## src/rtl/core/cabs_ram.sv

```systemverilog
`timescale 1ns / 1ps
// ----------------------------------------------------------------------------
// cabs_ram
// single port synchronous ram, registered read
// ----------------------------------------------------------------------------
module cabs_ram #(
    parameter int WIDTH = 8,
    parameter int DEPTH = 256
) (
    input  logic                     aclk,
    input  logic                     en,
    input  logic                     we,
    input  logic [$clog2(DEPTH)-1:0] addr,
    input  logic [WIDTH-1:0]         wdata,
    output logic [WIDTH-1:0]         rdata
);

    logic [WIDTH-1:0] mem [DEPTH];
    logic [WIDTH-1:0] rdata_reg;

    always_ff @(posedge aclk) begin
        if (en) begin
            if (we) begin
                mem[addr] <= wdata;
            end
            rdata_reg <= mem[addr];
        end
    end

    assign rdata = rdata_reg;

endmodule

```

## config.mk

```make
export PLATFORM = sky130hd
export DESIGN_NAME = cabs_ram
export DESIGN_NICKNAME = d
export VERILOG_FILES = /design/src/rtl/core/cabs_ram.sv
export SDC_FILE = /design/constraint.sdc
export NUM_CORES = 2
export LEC_CHECK = 0
export BUFFER_PORTS_ARGS = -buffer_cell sky130_fd_sc_hd__buf_2
export CAP_MARGIN = 15
export CORE_ASPECT_RATIO = 2
export CORE_MARGIN = 2
export CORE_UTILIZATION = 55
export DETAILED_ROUTE_END_ITERATION = 8
export HOLD_SLACK_MARGIN = 0.03
export PLACE_DENSITY = 0.79
export SYNTH_ARGS = -nofsm -noshare
export SYNTH_HDL_FRONTEND = slang
export SYNTH_SLANG_ARGS = --single-unit
```

## constraint.sdc

```tcl
create_clock -name aclk -period 3.15 [get_ports aclk]
set_input_delay 0.1575 -clock aclk [delete_from_list [all_inputs] [get_ports aclk]]
set_output_delay 0.1575 -clock aclk [all_outputs]
set_load 0.1 [all_outputs]
```

# Word level (Yosys, flattened, before mapping)

Memory sizes are Yosys's and may differ from the RTL's. A register that Yosys moved wholly into a read port is not among the register bits.
Index checks and enable logic that the tools add are counted.

Memory bits (writable): 2,048
Bits in registers: 0
Memories kept: 1

Mux-type cells: 3

Memories:

| memory | depth | bits a word | read ports | clocked after Yosys merged registers in | wr ports | line | source |
|---|---|---|---|---|---|---|---|
| mem    | 256   | 8           | 1          | 1                                       | 1        | 18   | `logic [WIDTH-1:0] mem [DEPTH];` |

Operator list:

| cell    | number |
|---|---|
| $mux W1 | 3 |

# Longest topological paths before layout

Depth after elaboration: 3
Mapped depth: 9

# Worst setup path after synthesis

No wires, ideal clock.

Path kind: input to register
Start point: input port addr[0]
End point: memory mem[105][0], enable pin
Data arrival time: 2.047 ns
Path buffers: 5
Cell stages on the path: 8
Setup slack: 0.733 ns
Cells stage by stage: clkbuf_1 buf_4 buf_4 buf_2 nor3b_1 nand2_1 clkbuf_1 nor2_1

RTL lines:

| item            | line | source |
|---|---|---|
| start, declared | 13   | `input logic [$clog2(DEPTH)-1:0] addr,` |
| end, declared   | 18   |  |

Straight into the memory's write port.

==> impl_metrics.py <==
metrics = {
    "global_routing": {
        "grt_overflow": 0,
        "met1_usage_pct": 32.1,
        "grt_max_degree": 114,
        "grt_pass1_vias": 42082,
        "grt_pass1_wl_um": 300000,
        "antenna_found_initial": 14,
        "met2_usage_pct": 49.6,
        "grt.busiest_layer": "met2",
        "grt_usage_pct": 28.9,
        "met3_usage_pct": 5.34,
    },
    "routing": {
        "drc": 0,
        "finalWirelength_um": 209000,
        "via_count": 40903,
        "postRouteAntennaNets": 0,
        "first_iter_violations": 6089,
        "routed_via_density": 6.81,
        "dr.pass1.iters": 6,
        "routedWlPerCell_um": 34.7,
    },
    "critical_path": {
        "rr_endpoint": "rdata[2]",
        "required_ns": 3.69,
        "cp_max_fo": 1,
        "r2r_slack_ns": 0.07,
        "critPathLaunchType": "flop",
        "crit_path_end_kind": "flop",
        "cp_data_arrival_time_ns": 3.61,
        "reg2reg_from": "mem[28][2]",
        "r2r_cells": 6,
        "crit_type": "flop to flop",
    },
    "floorplan": {
        "pin_count": 27,
        "fp.dieW_um": 271,
        "design.die.area_um2": 146000,
        "start_util_pct": 55.5,
        "core_region_area_um2": 141000,
        "rows": 195,
        "dieHeight_um": 538,
    },
    "power_and_ir_drop": {
        "ir_drop_v": 0.000406,
        "p_total_w": 0.0545,
        "p_per_area_nw_per_um2": 606,
        "p_leak_nw": 28.2,
    },
    "synthesis": {
        "yosysWarnings": 0,
        "synthMostInstantiatedCell": "edfxtp_1",
        "netlist_area_um2": 78400,
        "ys_seq_area_share_pct": 78.8,
        "async_flop_share_pct": 0,
        "synth_area_leaders": "edfxtp_1 (79%), mux4_2 (15%), a22oi_1 (2.5%), nor2_1 (1.2%), a21oi_1 (0.82%)",
        "synthCells": 3525,
        "avgSynthCellArea_um2": 22.2,
        "syn_nets": 3544,
        "yosysTopAreaCellShare_pct": 78.8,
        "synth_top_cell_by_area": "edfxtp_1",
        "ys_ff_latch": 2056,
        "synth_edf_count": 2056,
        "ys_top_cells_by_count": "edfxtp_1 (2056), mux4_2 (512), nor2_1 (259)",
        "ys.flop_type": "edfxtp_1",
        "synth_cell_types": 21,
    },
    "cells_and_area": {
        "largest_reg_flops": 2048,
        "final_nets": 4021,
        "drive_above_1_share_pct": 31.5,
        "fin_area_um2": 90000,
        "synthToLayoutAreaGrowth_pct": 14.8,
    },
    "hold_path": {
        "hp-start": "wdata[4]",
        "hold_class": "input pin to flop",
        "hold_path_end": "mem[181][4]",
        "hold_depth": 1,
    },
    "sta": {
        "layout_min_cycle_time_ns": 3.08,
        "finalSetupViolations": 0,
        "hold_ws_ns": -0.0460,
        "hold_violations": 6,
        "worstMarginPinSlew_ns": 1.13,
        "skew_ns": 0.0394,
        "fin_crit_sh_pct": 97.7,
        "report.final.slew_viol_count": 0,
        "slew_headroom_pct": 23.5,
        "fin_ws_ns": 0.0724,
        "rsz0062_at_grt": "false",
        "max_freq_mhz": 325,
    },
    "cts": {
        "clk_pin_slew_ns": 0.07,
        "cts_tree": "built",
        "htreeDepth": 4,
        "clock_latency_ns": 0.83,
        "cts_buffers": 169,
        "cts_buffer_depth": 4,
        "clock-sinks": 2056,
        "post_cts_buffers": 0,
        "cts_root_buffer": "clkbuf_16",
    },
    "placement": {
        "globalplace.congestion": 0.881,
        "place_area_um2": 84400,
        "pre_cts_ws_ns": -0.685,
        "numPortBuffers": 26,
        "dpl.hpwl_um": 125000,
    },
    "run_status": {
        "violations": "negative hold slack",
        "status": "complete, but fails checks",
    },
    "flow_run": {
        "cap_violations": 0,
    },
}
==> metrics by stage <==
stage	TNS [ns]	std cells	utilization (%)
2_1_floorplan	0	3525	-
3_3_place_gp	-3.01	5697	59.7
3_5_place_dp	-2.89	5698	59.7
4_1_cts	0	6001	63.7
5_1_grt	0	6004	63.7
6_report	0	6009	63.7
==> routing by layer <==
layer / share of wire (%) / routed length, um / vias up
li1: - / - / 15883
met1: 30 / 61900 / 20907
met2: 51 / 107000 / 3227
met3: 9.9 / 20700 / 878
met4: 9.1 / 18900 / 8
met5: 0.031 / 65 / -
==> repair_timing <==
item / 4_1_cts / 5_1_grt
hold endpoints to repair: 179 / 0
setup endpoints to repair: 0 / 1
hold buffers: 4 / 0
gates resized for setup: 0 / 1
==> placed cells by master, fill, tap and decap left out, drive strengths merged, types with 30 or more instances in the layout <==
cell | netlist | routed
edfxtp | 2056 | 2056
buf | 82 | 519
mux4 | 512 | 512
nor2 | 259 | 259
a22oi | 256 | 256
clkbuf | 143 | 210
a21oi | 128 | 128
clkinv | 0 | 58
o41ai | 32 | 32
nand2 | 30 | 30
==> logic make-up after synthesis <==
family                 after synthesis  synth area share (%)
buffers and inverters              225                  1.27
DFF                               2056                  78.8
AOI/OAI and AO/OA                  416                  3.63
and+or+nand+nor                    316                  1.60
muxes                              512                  14.7
==> report_power, final <==
part / internal (W) / switching [W] / total [W]
sequential: 0.0301 / 0.0000253 / 0.0301
clock: 0.0120 / 0.00956 / 0.0216
combinational: 0.000995 / 0.00180 / 0.00280
==> layout make-up <==
type	count	area, um2
fillers	8521	51300
well taps	1871	2340
repair buffers	531	4670
clock buffers	202	4440
multi-input cells	1244	15700
diodes	8	20.0
flip-flops and latches	2056	61700
clock inverters	97	1100
==> worst max-delay path, stage by stage (launching register included) <==
cell and delay, ns:
edfxtp_1 0.39, mux4_2 0.54, a22oi_1 0.37, a21oi_1 0.20
o41ai_1 0.94, buf_4 0.29, nand4_1 0.09
==> worst max path at each step <==
stage,startpoint,to,slack (ns)
floorplan,addr[0],mem[105][0],0.73
global placement,addr[0],rdata[6],-0.97
detailed placement,addr[0],rdata[2],-0.69
CTS,mem[28][2],rdata[2],0.08
global route,mem[28][2],rdata[2],0.05
finish,mem[28][2],rdata[2],0.07
No activity file was read; power rests on OpenSTA's default activity.
